===== src/hdl/virq_pkg.sv =====
`default_nettype none

package virq_pkg;

    localparam int PIRQ_W     = 8;
    localparam int GUEST_W    = 3;
    localparam int VIRQ_W     = 7;
    localparam int WORD_W     = 32;
    localparam int BIT_W      = 5;
    localparam int WORD_IDX_W = 2;
    localparam int FUNC_W     = 2;
    localparam int KIND_W     = 3;

    localparam logic [FUNC_W-1:0] FUNC_WRITE = 2'd0;
    localparam logic [FUNC_W-1:0] FUNC_UPD   = 2'd1;
    localparam logic [FUNC_W-1:0] FUNC_FWD   = 2'd2;
    localparam logic [FUNC_W-1:0] FUNC_REV   = 2'd3;

    localparam logic [KIND_W-1:0] KIND_EN    = 3'd0;
    localparam logic [KIND_W-1:0] KIND_DIS   = 3'd1;
    localparam logic [KIND_W-1:0] KIND_UNMAP = 3'd2;
    localparam logic [KIND_W-1:0] KIND_FWD   = 3'd3;
    localparam logic [KIND_W-1:0] KIND_REV   = 3'd4;

    typedef struct packed {
        logic [GUEST_W-1:0] guest;
        logic [VIRQ_W-1:0]  virq;
    } entry_t;

    typedef struct packed {
        logic done;
        logic hit;
    } scan_sts_t;

endpackage

`default_nettype wire


===== src/hdl/virq_ram.sv =====
`default_nettype none

module virq_ram #(
    parameter int WIDTH = 10,
    parameter int DEPTH = 256,
    localparam int AW = (DEPTH > 1) ? $clog2(DEPTH) : 1
) (
    input  wire logic             clk,
    input  wire logic             we,
    input  wire logic             re,
    input  wire logic [AW-1:0]    addr,
    input  wire logic [WIDTH-1:0] wdata,
    output logic      [WIDTH-1:0] rdata
);

    logic [WIDTH-1:0] mem [DEPTH];

    always_ff @(posedge clk)
    begin
        if (we)
        begin
            mem[addr] <= wdata;
        end
        if (re)
        begin
            rdata <= mem[addr];
        end
    end

endmodule

`default_nettype wire


===== src/hdl/virq_scan_unit.sv =====
`default_nettype none

module virq_scan_unit import virq_pkg::*; #(
    parameter int PHYS_IRQ_COUNT = 256,
    localparam int AW = $clog2(PHYS_IRQ_COUNT)
) (
    input  wire logic               clk,
    input  wire logic               rst_n,
    input  wire logic               start,
    input  wire logic [GUEST_W-1:0] key_guest,
    input  wire logic [VIRQ_W-1:0]  key_virq,
    input  wire logic               ent_valid,
    input  wire entry_t             rd_entry,
    output logic      [AW-1:0]      rd_addr,
    output logic                    rd_en,
    output scan_sts_t               sts,
    output logic      [AW-1:0]      hit_idx
);

    logic          busy_reg;
    logic          pend_reg;
    logic [AW:0]   addr_reg;
    logic [AW-1:0] idx_reg;
    logic          vbit_reg;
    logic          hit;
    logic          miss;
    logic          issue;

    // compare the entry read last cycle against the key
    assign hit   = pend_reg & vbit_reg & (rd_entry.guest == key_guest)
                   & (rd_entry.virq == key_virq);
    assign miss  = busy_reg & ~pend_reg & (addr_reg == (AW+1)'(PHYS_IRQ_COUNT));
    assign issue = busy_reg & (addr_reg < (AW+1)'(PHYS_IRQ_COUNT)) & ~hit;

    assign rd_addr  = addr_reg[AW-1:0];
    assign rd_en    = issue;
    assign sts.done = hit | miss;
    assign sts.hit  = hit;
    assign hit_idx  = idx_reg;

    always_ff @(posedge clk or negedge rst_n)
    begin
        if (!rst_n)
        begin
            busy_reg <= 1'b0;
            pend_reg <= 1'b0;
            addr_reg <= '0;
        end
        else if (start)
        begin
            busy_reg <= 1'b1;
            pend_reg <= 1'b0;
            addr_reg <= '0;
        end
        else
        begin
            if (hit | miss)
            begin
                busy_reg <= 1'b0;
            end
            if (issue)
            begin
                addr_reg <= addr_reg + (AW+1)'(1);
            end
            pend_reg <= issue;
        end
    end

    always_ff @(posedge clk)
    begin
        vbit_reg <= ent_valid;
        idx_reg  <= addr_reg[AW-1:0];
    end

endmodule

`default_nettype wire


===== src/hdl/virq_enable_change_mapper.sv =====
// virq_enable_change_mapper
// input channel: in_valid / in_stall carry one request (func and its fields).
// the block takes one request at a time; in_stall is high while it works.
// output channel: out_valid / out_stall carry result items, last marks the
// final result of a request. a held output register lets the block finish
// its work while a result waits; it stops only when a new result is due.
// work per request, N = PHYS_IRQ_COUNT:
//   map entry write: a table write, no result
//   forward lookup: one table read, then the result
//   reverse lookup: a scan of up to N table entries, stopping at the first match
//   status update: bit steps from bit 31 down, plus a table scan per changed
//   bit, since each changed bit scans the map table through its single
//   registered read port with one compare unit
// reset (rst_n, asynchronous) clears all valid bits of the map table at once
// and zeroes the saved enable words; no clearing pass is needed.
// while out_stall is high the pending result holds and the sequencer waits
// before emitting the next one.
`default_nettype none

module virq_enable_change_mapper import virq_pkg::*; #(
    parameter int PHYS_IRQ_COUNT = 256,
    parameter int VIRQ_COUNT     = 128
) (
    input  wire logic                  clk,
    input  wire logic                  rst_n,
    input  wire logic                  in_valid,
    output logic                       in_stall,
    input  wire logic [FUNC_W-1:0]     func,
    input  wire logic [PIRQ_W-1:0]     phys_irq,
    input  wire logic [GUEST_W-1:0]    guest_id,
    input  wire logic [VIRQ_W-1:0]     virt_irq,
    input  wire logic                  entry_valid,
    input  wire logic [WORD_IDX_W-1:0] word_index,
    input  wire logic [WORD_W-1:0]     enable_word,
    output logic                       out_valid,
    input  wire logic                  out_stall,
    output logic      [KIND_W-1:0]     kind,
    output logic      [PIRQ_W-1:0]     out_phys_irq,
    output logic      [GUEST_W-1:0]    out_guest_id,
    output logic      [VIRQ_W-1:0]     out_virt_irq,
    output logic                       found,
    output logic                       last
);

    localparam int AW         = $clog2(PHYS_IRQ_COUNT);
    localparam int WORD_COUNT = VIRQ_COUNT / WORD_W;
    localparam int WIW        = (WORD_COUNT > 1) ? $clog2(WORD_COUNT) : 1;

    localparam logic [2:0] S_IDLE    = 3'd0;
    localparam logic [2:0] S_WRITE   = 3'd1;
    localparam logic [2:0] S_BIT     = 3'd2;
    localparam logic [2:0] S_SCAN    = 3'd3;
    localparam logic [2:0] S_FWD_RD  = 3'd4;
    localparam logic [2:0] S_FWD_CAP = 3'd5;
    localparam logic [2:0] S_EMIT    = 3'd6;

    logic [2:0]            state_reg, state_next;
    logic [FUNC_W-1:0]     func_reg;
    logic [PIRQ_W-1:0]     pirq_reg;
    logic                  pirq_ok_reg;
    logic [GUEST_W-1:0]    guest_reg;
    logic [VIRQ_W-1:0]     virq_reg;
    logic                  evalid_reg;
    logic [WORD_IDX_W-1:0] widx_reg;
    logic [WORD_W-1:0]     word_reg;
    logic [WORD_W-1:0]     changed_reg, changed_next;
    logic [BIT_W-1:0]      bit_reg, bit_next;
    logic                  fwd_vbit_reg;
    logic                  res_found_reg, res_found_next;
    logic [PIRQ_W-1:0]     res_pirq_reg, res_pirq_next;
    logic [GUEST_W-1:0]    res_guest_reg, res_guest_next;
    logic [VIRQ_W-1:0]     res_virq_reg, res_virq_next;

    logic [PHYS_IRQ_COUNT-1:0] valid_bits_reg;
    logic [WORD_W-1:0]         saved_reg [WORD_COUNT];

    logic                  out_valid_reg, out_valid_next;
    logic [KIND_W-1:0]     kind_reg, kind_next;
    logic [PIRQ_W-1:0]     opirq_reg, opirq_next;
    logic [GUEST_W-1:0]    oguest_reg, oguest_next;
    logic [VIRQ_W-1:0]     ovirq_reg, ovirq_next;
    logic                  ofound_reg, ofound_next;
    logic                  olast_reg, olast_next;

    logic                  in_acc;
    logic                  in_pirq_ok;
    logic                  in_widx_ok;
    logic                  out_free;
    logic                  load;
    logic                  save_en;
    logic                  scan_start;
    logic [VIRQ_W-1:0]     key_virq;
    logic [WORD_W-1:0]     rem_changed;

    logic [AW-1:0]         ram_addr;
    logic                  ram_we;
    logic                  ram_re;
    entry_t                ram_wdata;
    logic [$bits(entry_t)-1:0] ram_rdata;
    entry_t                rd_entry;
    logic                  ent_valid;

    logic [AW-1:0]         scan_addr;
    logic                  scan_re;
    scan_sts_t             scan_sts;
    logic [AW-1:0]         scan_idx;

    assign in_stall   = (state_reg != S_IDLE);
    assign in_acc     = in_valid & ~in_stall;
    assign in_pirq_ok = (32'(phys_irq) < 32'(PHYS_IRQ_COUNT));
    assign in_widx_ok = (32'(word_index) < 32'(WORD_COUNT));
    assign out_free   = ~out_valid_reg | ~out_stall;
    assign key_virq   = (func_reg == FUNC_UPD) ? {widx_reg, bit_reg} : virq_reg;
    assign rem_changed = changed_reg & ~(WORD_W'(1) << bit_reg);

    // table port: scan addresses while scanning, else the request's index
    assign ram_addr  = (state_reg == S_SCAN) ? scan_addr : AW'(pirq_reg);
    assign ram_we    = (state_reg == S_WRITE) & pirq_ok_reg;
    assign ram_re    = (state_reg == S_FWD_RD) | scan_re;
    assign ram_wdata = evalid_reg ? entry_t'({guest_reg, virq_reg}) : entry_t'('0);
    assign rd_entry  = entry_t'(ram_rdata);
    assign ent_valid = valid_bits_reg[ram_addr];

    virq_ram #(
        .WIDTH($bits(entry_t)),
        .DEPTH(PHYS_IRQ_COUNT)
    ) u_map_ram (
        .clk   (clk),
        .we    (ram_we),
        .re    (ram_re),
        .addr  (ram_addr),
        .wdata (ram_wdata),
        .rdata (ram_rdata)
    );

    virq_scan_unit #(
        .PHYS_IRQ_COUNT(PHYS_IRQ_COUNT)
    ) u_scan (
        .clk       (clk),
        .rst_n     (rst_n),
        .start     (scan_start),
        .key_guest (guest_reg),
        .key_virq  (key_virq),
        .ent_valid (ent_valid),
        .rd_entry  (rd_entry),
        .rd_addr   (scan_addr),
        .rd_en     (scan_re),
        .sts       (scan_sts),
        .hit_idx   (scan_idx)
    );

    always_comb
    begin
        state_next     = state_reg;
        changed_next   = changed_reg;
        bit_next       = bit_reg;
        res_found_next = res_found_reg;
        res_pirq_next  = res_pirq_reg;
        res_guest_next = res_guest_reg;
        res_virq_next  = res_virq_reg;
        scan_start     = 1'b0;
        save_en        = 1'b0;
        load           = 1'b0;
        kind_next      = kind_reg;
        opirq_next     = opirq_reg;
        oguest_next    = oguest_reg;
        ovirq_next     = ovirq_reg;
        ofound_next    = ofound_reg;
        olast_next     = olast_reg;

        case (state_reg)
            S_IDLE:
            begin
                if (in_acc)
                begin
                    bit_next     = BIT_W'(WORD_W - 1);
                    changed_next = saved_reg[WIW'(word_index)] ^ enable_word;
                    case (func)
                        FUNC_WRITE: state_next = S_WRITE;
                        FUNC_UPD:   state_next = in_widx_ok ? S_BIT : S_IDLE;
                        FUNC_FWD:   state_next = S_FWD_RD;
                        FUNC_REV:
                        begin
                            state_next = S_SCAN;
                            scan_start = 1'b1;
                        end
                        default:    state_next = S_IDLE;
                    endcase
                end
            end
            S_WRITE:
            begin
                state_next = S_IDLE;
            end
            S_BIT:
            begin
                if (changed_reg == '0)
                begin
                    save_en    = 1'b1;
                    state_next = S_IDLE;
                end
                else if (changed_reg[bit_reg])
                begin
                    scan_start = 1'b1;
                    state_next = S_SCAN;
                end
                else
                begin
                    bit_next = bit_reg - BIT_W'(1);
                end
            end
            S_SCAN:
            begin
                if (scan_sts.done)
                begin
                    res_found_next = scan_sts.hit;
                    res_pirq_next  = scan_sts.hit ? PIRQ_W'(scan_idx) : '0;
                    state_next     = S_EMIT;
                end
            end
            S_FWD_RD:
            begin
                state_next = S_FWD_CAP;
            end
            S_FWD_CAP:
            begin
                res_found_next = fwd_vbit_reg;
                res_guest_next = fwd_vbit_reg ? rd_entry.guest : '0;
                res_virq_next  = fwd_vbit_reg ? rd_entry.virq : '0;
                state_next     = S_EMIT;
            end
            S_EMIT:
            begin
                if (out_free)
                begin
                    load        = 1'b1;
                    ofound_next = res_found_reg;
                    case (func_reg)
                        FUNC_UPD:
                        begin
                            kind_next    = !res_found_reg ? KIND_UNMAP :
                                           (word_reg[bit_reg] ? KIND_EN : KIND_DIS);
                            opirq_next   = res_pirq_reg;
                            oguest_next  = guest_reg;
                            ovirq_next   = key_virq;
                            olast_next   = (rem_changed == '0);
                            changed_next = rem_changed;
                            if (rem_changed == '0)
                            begin
                                save_en    = 1'b1;
                                state_next = S_IDLE;
                            end
                            else
                            begin
                                bit_next   = bit_reg - BIT_W'(1);
                                state_next = S_BIT;
                            end
                        end
                        FUNC_FWD:
                        begin
                            kind_next   = KIND_FWD;
                            opirq_next  = pirq_reg;
                            oguest_next = res_guest_reg;
                            ovirq_next  = res_virq_reg;
                            olast_next  = 1'b1;
                            state_next  = S_IDLE;
                        end
                        default:
                        begin
                            kind_next   = KIND_REV;
                            opirq_next  = res_pirq_reg;
                            oguest_next = guest_reg;
                            ovirq_next  = virq_reg;
                            olast_next  = 1'b1;
                            state_next  = S_IDLE;
                        end
                    endcase
                end
            end
            default:
            begin
                state_next = S_IDLE;
            end
        endcase
    end

    assign out_valid_next = load | (out_valid_reg & out_stall);

    always_ff @(posedge clk or negedge rst_n)
    begin
        if (!rst_n)
        begin
            state_reg      <= S_IDLE;
            out_valid_reg  <= 1'b0;
            valid_bits_reg <= '0;
            for (int i = 0; i < WORD_COUNT; i++)
            begin
                saved_reg[i] <= '0;
            end
        end
        else
        begin
            state_reg     <= state_next;
            out_valid_reg <= out_valid_next;
            if (ram_we)
            begin
                valid_bits_reg[ram_addr] <= evalid_reg;
            end
            if (save_en)
            begin
                saved_reg[WIW'(widx_reg)] <= word_reg;
            end
        end
    end

    always_ff @(posedge clk)
    begin
        if (in_acc)
        begin
            func_reg    <= func;
            pirq_reg    <= phys_irq;
            pirq_ok_reg <= in_pirq_ok;
            guest_reg   <= guest_id;
            virq_reg    <= virt_irq;
            evalid_reg  <= entry_valid;
            widx_reg    <= word_index;
            word_reg    <= enable_word;
        end
        changed_reg   <= changed_next;
        bit_reg       <= bit_next;
        fwd_vbit_reg  <= pirq_ok_reg & ent_valid;
        res_found_reg <= res_found_next;
        res_pirq_reg  <= res_pirq_next;
        res_guest_reg <= res_guest_next;
        res_virq_reg  <= res_virq_next;
        kind_reg      <= kind_next;
        opirq_reg     <= opirq_next;
        oguest_reg    <= oguest_next;
        ovirq_reg     <= ovirq_next;
        ofound_reg    <= ofound_next;
        olast_reg     <= olast_next;
    end

    assign out_valid    = out_valid_reg;
    assign kind         = kind_reg;
    assign out_phys_irq = opirq_reg;
    assign out_guest_id = oguest_reg;
    assign out_virt_irq = ovirq_reg;
    assign found        = ofound_reg;
    assign last         = olast_reg;

endmodule

`default_nettype wire


===== config.mk =====
export PLATFORM = sky130hd
export DESIGN_NAME = virq_enable_change_mapper
export DESIGN_NICKNAME = d
export VERILOG_FILES = /design/src/hdl/virq_pkg.sv /design/src/hdl/virq_ram.sv /design/src/hdl/virq_scan_unit.sv /design/src/hdl/virq_enable_change_mapper.sv
export SDC_FILE = /design/constraint.sdc
export NUM_CORES = 2
export LEC_CHECK = 0
export BUFFER_PORTS_ARGS = -buffer_cell sky130_fd_sc_hd__buf_2
export CAP_MARGIN = 20
export CORE_ASPECT_RATIO = 0.5
export CORE_UTILIZATION = 59
export CTS_BUF_LIST = sky130_fd_sc_hd__clkbuf_4 sky130_fd_sc_hd__clkbuf_8
export DETAILED_ROUTE_END_ITERATION = 10
export GPL_ROUTABILITY_DRIVEN = 0
export GPL_TIMING_DRIVEN = 1
export PLACE_DENSITY = 0.81
export SETUP_SLACK_MARGIN = 0.15
export SYNTH_ARGS = -nofsm -noshare
export SYNTH_HDL_FRONTEND = slang
export SYNTH_SLANG_ARGS = --single-unit

===== constraint.sdc =====
create_clock -name clk -period 4.9 [get_ports clk]
set_input_delay 0.98 -clock clk [delete_from_list [all_inputs] [get_ports clk]]
set_output_delay 0.98 -clock clk [all_outputs]
set_load 0.05 [all_outputs]

# ---- Yosys cells after proc, flatten, opt, wreduce, memory -nomap -nowiden
# Memories as Yosys holds them, arrays and structs flattened. A register that Yosys moved wholly into a read port is not among the register bits.
# Index checks and enable logic that the tools add are counted.
dict set report op_classes {
  shifts 1
  n_eq_ne 22
  mux 65
  n_reduce_logical 18
  n_addsub 2
  n_bitwise 23
  n_lt_le_gt_ge 7
}
# operator count
set op_table {}
lappend op_table {{$bwmux 256} 1}
lappend op_table {{$mux 32} 6}
lappend op_table {{$bwmux 128} 1}
lappend op_table {{$bmux 32 s2} 1}
lappend op_table {{$demux 32 s2} 1}
lappend op_table {{$logic_not 32->1} 2}
lappend op_table {{$pmux 32 s2} 1}
lappend op_table {{$and 32x32->32} 1}
lappend op_table {{$not 32->32} 1}
lappend op_table {{$shl 1x5->32 const A} 1}
lappend op_table {{$xor 32x32->32} 1}
lappend op_table {{$mux 5} 6}
lappend op_table {{$mux 1} 21}
lappend op_table {{$mux 3} 7}
lappend op_table {{$mux 9} 2}
lappend op_table {{$pmux 3 s6} 1}
lappend op_table {{$mux 8} 2}
lappend op_table {{$pmux 5 s3} 1}
lappend op_table {{$ne 2x2->1 const B} 7}
lappend op_table {{$pmux 7 s2} 1}
lappend op_table {{$pmux 3 s4} 1}
lappend op_table {{$bmux 1 s5} 2}
lappend op_table {{$mux 10} 1}
lappend op_table {{$add 9x1->9 const B} 1}
lappend op_table {{other kinds (34)} 68}
dict set report totals {
  in_bits 59
  ram_bits 2560
  word_cells 170
  reg_bits 542
  memories 1
}
# memory depth width read_ports rd_clocked_by_memory_dff write_ports line_no
set memory_table {}
lappend memory_table {u_map_ram.mem 256 10 1 1 1 virq_ram.sv:16} ;# logic [WIDTH-1:0] mem [DEPTH];

# ---- Logic depth before layout (Yosys ltp)
dict set report logic_depth {
  ltp_word 8
  depth_mapped 14
  mapped_depth_nobuf 10
}

# ---- Hierarchy
# Synthesis repeated with hierarchy kept, for this count alone.
dict set report unflattened {
  cells_unflattened 6704
  area_unflattened_um2 125190.1
}
# module seq_area_each_um2 area_each_um2 n_inst cells_per_inst
set by_module_without_submodules {}
lappend by_module_without_submodules {virq_ram 77174.0 97712.5 1 4338}
lappend by_module_without_submodules {virq_enable_change_mapper 13753.2 26512.9 1 2269}
lappend by_module_without_submodules {virq_scan_unit 455.4 964.7 1 97}

# ---- Least setup slack after synthesis
# Ideal clock, no wire load.
dict set report synth_path {
  path_kind {flip-flop to flip-flop}
  from {register evalid_reg}
  to {memory u_map_ram.mem[0][3], data pin}
  synth_period_minus_slack_ps 5025
  path_stages_with_launch 4
  t_arrival_ps 4156
  slack_ps -125
  path_buffers 2
  cell_sequence {edfxtp_1 clkbuf_1 clkbuf_1 and2_1}
}
# element line_no
set synth_rtl {}
lappend synth_rtl {{start: declaration} virq_enable_change_mapper.sv:63} ;# logic evalid_reg;
lappend synth_rtl {{start signal: assignment} virq_enable_change_mapper.sv:325} ;# evalid_reg <= entry_valid;
lappend synth_rtl {{end: declaration} virq_ram.sv:16}

# ---- Worst setup path after layout
dict set report layout_path {
  from {register state_reg[2]}
  to {register u_map_ram.rdata[9] (read register of u_map_ram.mem), data pin}
}
dict set report layout_between {
  elab_chain_cells 2
}
# element line_no
set layout_lines {}
lappend layout_lines {{start: declaration} virq_enable_change_mapper.sv:57} ;# logic [2:0] state_reg, state_next;
lappend layout_lines {{start signal: assignment} virq_enable_change_mapper.sv:303} ;# state_reg <= state_next;
lappend layout_lines {{$eq 3x2->1 or $eq 3x3->1 (tied branches)} {virq_enable_change_mapper.sv:117, virq_enable_change_mapper.sv:119}}
lappend layout_lines {{$mux 8 or $or 1x1->1 (tied branches)} {virq_enable_change_mapper.sv:117, virq_enable_change_mapper.sv:119}}
lappend layout_lines {{end: declaration} virq_ram.sv:13} ;# output logic [WIDTH-1:0] rdata
# Parallel ways exist; a longest one is shown, timed or not.
# A chain may end at the register's enable or synchronous reset.

==> results.txt <==
Setup CP Type = reg2reg
Die height = 329 µm
Vias in the first global route = 80,200
Async SR Flop Fraction = 12.8%
VDD IR-drop max = 0.000420 V
Period Utilization, post-route = 98.1%
Syn nets = 9,151
Max Fclk = 208 MHz
Placed Instances = 11,900
Avg Cell Area, Syn = 13.9 µm²
Worst EP arrival = 5490 ps
CORE AREA = 0.212 mm²
CP top delay family = simple AND/OR/NAND/NOR gates
Vias = 82,900
Area of the multi-input gates = 0.0328 mm²
Initial antenna violation count = 18
Root Driver = clkbuf_8
Worst-Skew Late Latency = 1010 ps
Register-to-Register Setup Slack = 90 ps
Rel. slew slack = 18.7%
R2r endpoint = u_map_ram.rdata[9]
Startpoint Class = flip-flop
Routed WL = 348 mm
Area share of the largest cell type after synthesis = 64.3%
Final std cells w/o fill = 12,700
Cell with the most instances after synthesis = edfxtp_1
Critical Path Max Stage Delay = 850 ps
First DRT Iteration DRCs = 14,400
Initial Util = 59.7%
Layout cell share with drive strength beyond 1 = 18.7%
Outcome = finished, final reports clean
Gate count of the mapped netlist = 9,079
Top_reg_cell synth = edfxtp_1
Detailed placer's ending HPWL = 213 mm
Drt first pass iters = 7
Routed Antenna Nets = 0
FF+latch count, synth = 3,112
Nets = 9,571
Post-synth top area cell = edfxtp_1
R2R depth = 10
Hold Buf Count CTS = 0
Clock Sinks = 3,112
Setup_tns = 0 ps
Worst hold-check path type = in2async
Synth cell types = 69
Power Density = 501 mW/mm²
Residual DRC count = 0
Number of flops mapped to enable cells by yosys = 2,704
Area contributors post-synth = edfxtp_1, dfrtp_1, nand2_1, mux2i_1, nand3_1
I/O pins = 84
Worst hold slack = 54.2 ps
Max_cap viols = 0
Req. time, crit path = 5590 ps
Worst-path clk slew = 70 ps
WL per Instance = 27.4 µm
Die area = 0.216 mm²
Buf/Inv on CP = 2
Sequential share of the synthesized area = 72.3%
Largest register FFs = 2,560
Sequential cell area = 0.0914 mm²
Leakage = 52.2 nW
Largest net degree at the start of global routing = 147
Clock Skew = 101 ps
First-pass GRT wire length = 511 mm
CTS HTree Levels = 5
Final Max Slew Viols = 0
Chip Width = 656 µm
Site row count = 119
Total track usage = 31.6%
Final Hold Viols = 0
Finish-stage setup viols = 0
Post-layout util = 67.2%
# fillers = 13,400
Maximum clock path buffer count = 4
Crit. path cell count = 10
IO buf count = 83
Drt via density = 6.52
Number of warnings issued by yosys = 0
Tmin final = 4810 ps
CP Cell Sequence = nand3b_1 > buf_12 > mux2_2 > nand2_1 > nor2_1 > buf_4 > nand4_1 > nand2_1 > nor2_1 > nand4_1
Synth top cells by count = edfxtp_1, nand2_1, nand3_1
Worst path slowest cell = nor2_1
RSZ-0062 raised after global routing = true
Worst-margin pin slew = 1220 ps
Gr ovfl total = 0
Synthesized area = 0.126 mm²
Total Power = 0.0712 W
CTS tree = built
Num CTS Buffers = 425
P&R area growth vs syn = 12.5%
CP Max Fanout = 59
R2R Path Start = state_reg[2]
CP Capture Type = flip-flop
==> layout make-up <==
type	count	area share, %
antenna	3	0.00528
clock buffer	659	5.67
clock inverter	136	0.613
inverter	49	0.129
multi-input combinational	5322	23.1
sequential	3112	64.3
tap	2843	2.50
timing repair buffer	589	3.68
==> metal layers <==
| metal | global-route usage (%) | wire length (µm) | vias to the layer above | part of all wire, % |
|---|---|---|---|---|
| li1 | - | - | 34700 | - |
| met1 | 42.5 | 125000 | 40500 | 36 |
| met2 | 48.1 | 156000 | 6563 | 45 |
| met3 | 10.0 | 50900 | 1095 | 15 |
| met4 | 13.6 | 16200 | 24 | 4.7 |
| met5 | 0 | 238 | - | 0.068 |
==> how the worst max path moves through the flow <==
stage	slack (ps)	to	from
after floorplan	-120	u_map_ram.mem[0][0]	evalid_reg
after global placement	-710	u_map_ram.rdata[0]	state_reg[2]
after detailed placement	-110	u_scan.vbit_reg	state_reg[2]
after CTS	140	u_map_ram.rdata[9]	state_reg[2]
after global routing	90	u_map_ram.rdata[9]	state_reg[2]
final	90	u_map_ram.rdata[9]	state_reg[2]
==> placed cells by master, fill, tap and decap left out, drive strengths merged, types with 30 or more instances in the layout <==
cell type and instances:
edfxtp 2704, nand2 1979, nand3 947, clkbuf 662
mux2i 593, buf 586, dfrtp 399, mux2 399
nor2 341, nand4 181, clkinv 112, a31oi 96
a32oi 93, a21oi 70, a22oi 68, a211oi 64
inv 62, mux4 52, o21ai 52, a41oi 42
and3 38, o2111ai 32, a221oi 32, xor2 30
==> per-stage QoR <==
step                setup WS [ps]  cell area [µm²]
CTS                           138           142000
detailed placement           -115           133000
global placement             -712           133000
floorplan                    -119           126000
finish                       94.6           142000
global route                 90.8           142000
==> cells by family (layout without fill, tap and decap cells) <==
group | Yosys count | count (layout) | synth area share [%]
fa+ha+maj | 13 | 13 | 0.129
buf+inv | 647 | 1433 | 2.01
other cells | 0 | 3 | 0
simple gates | 3578 | 3578 | 12.2
flops | 3112 | 3112 | 72.3
compound gates | 634 | 636 | 3.70
xor+xnor | 51 | 51 | 0.354
mux | 1044 | 1044 | 9.27
==> what timing repair did <==
item,4_1_cts,5_1_grt
pin swaps,1,2
setup buffers,0,0
setup endpoints to repair,5,8
gates cloned,1,1
resized for setup,4,9
==> report_power, final <==
part	leakage (nW)	total (W)	internal [W]	switching [W]
Clock	4.78	0.0207	0.0108	0.00988
Sequential	30.3	0.0306	0.0300	0.000585
Combinational	17.1	0.0199	0.00582	0.0140
No activity file was read; power rests on OpenSTA's default activity.
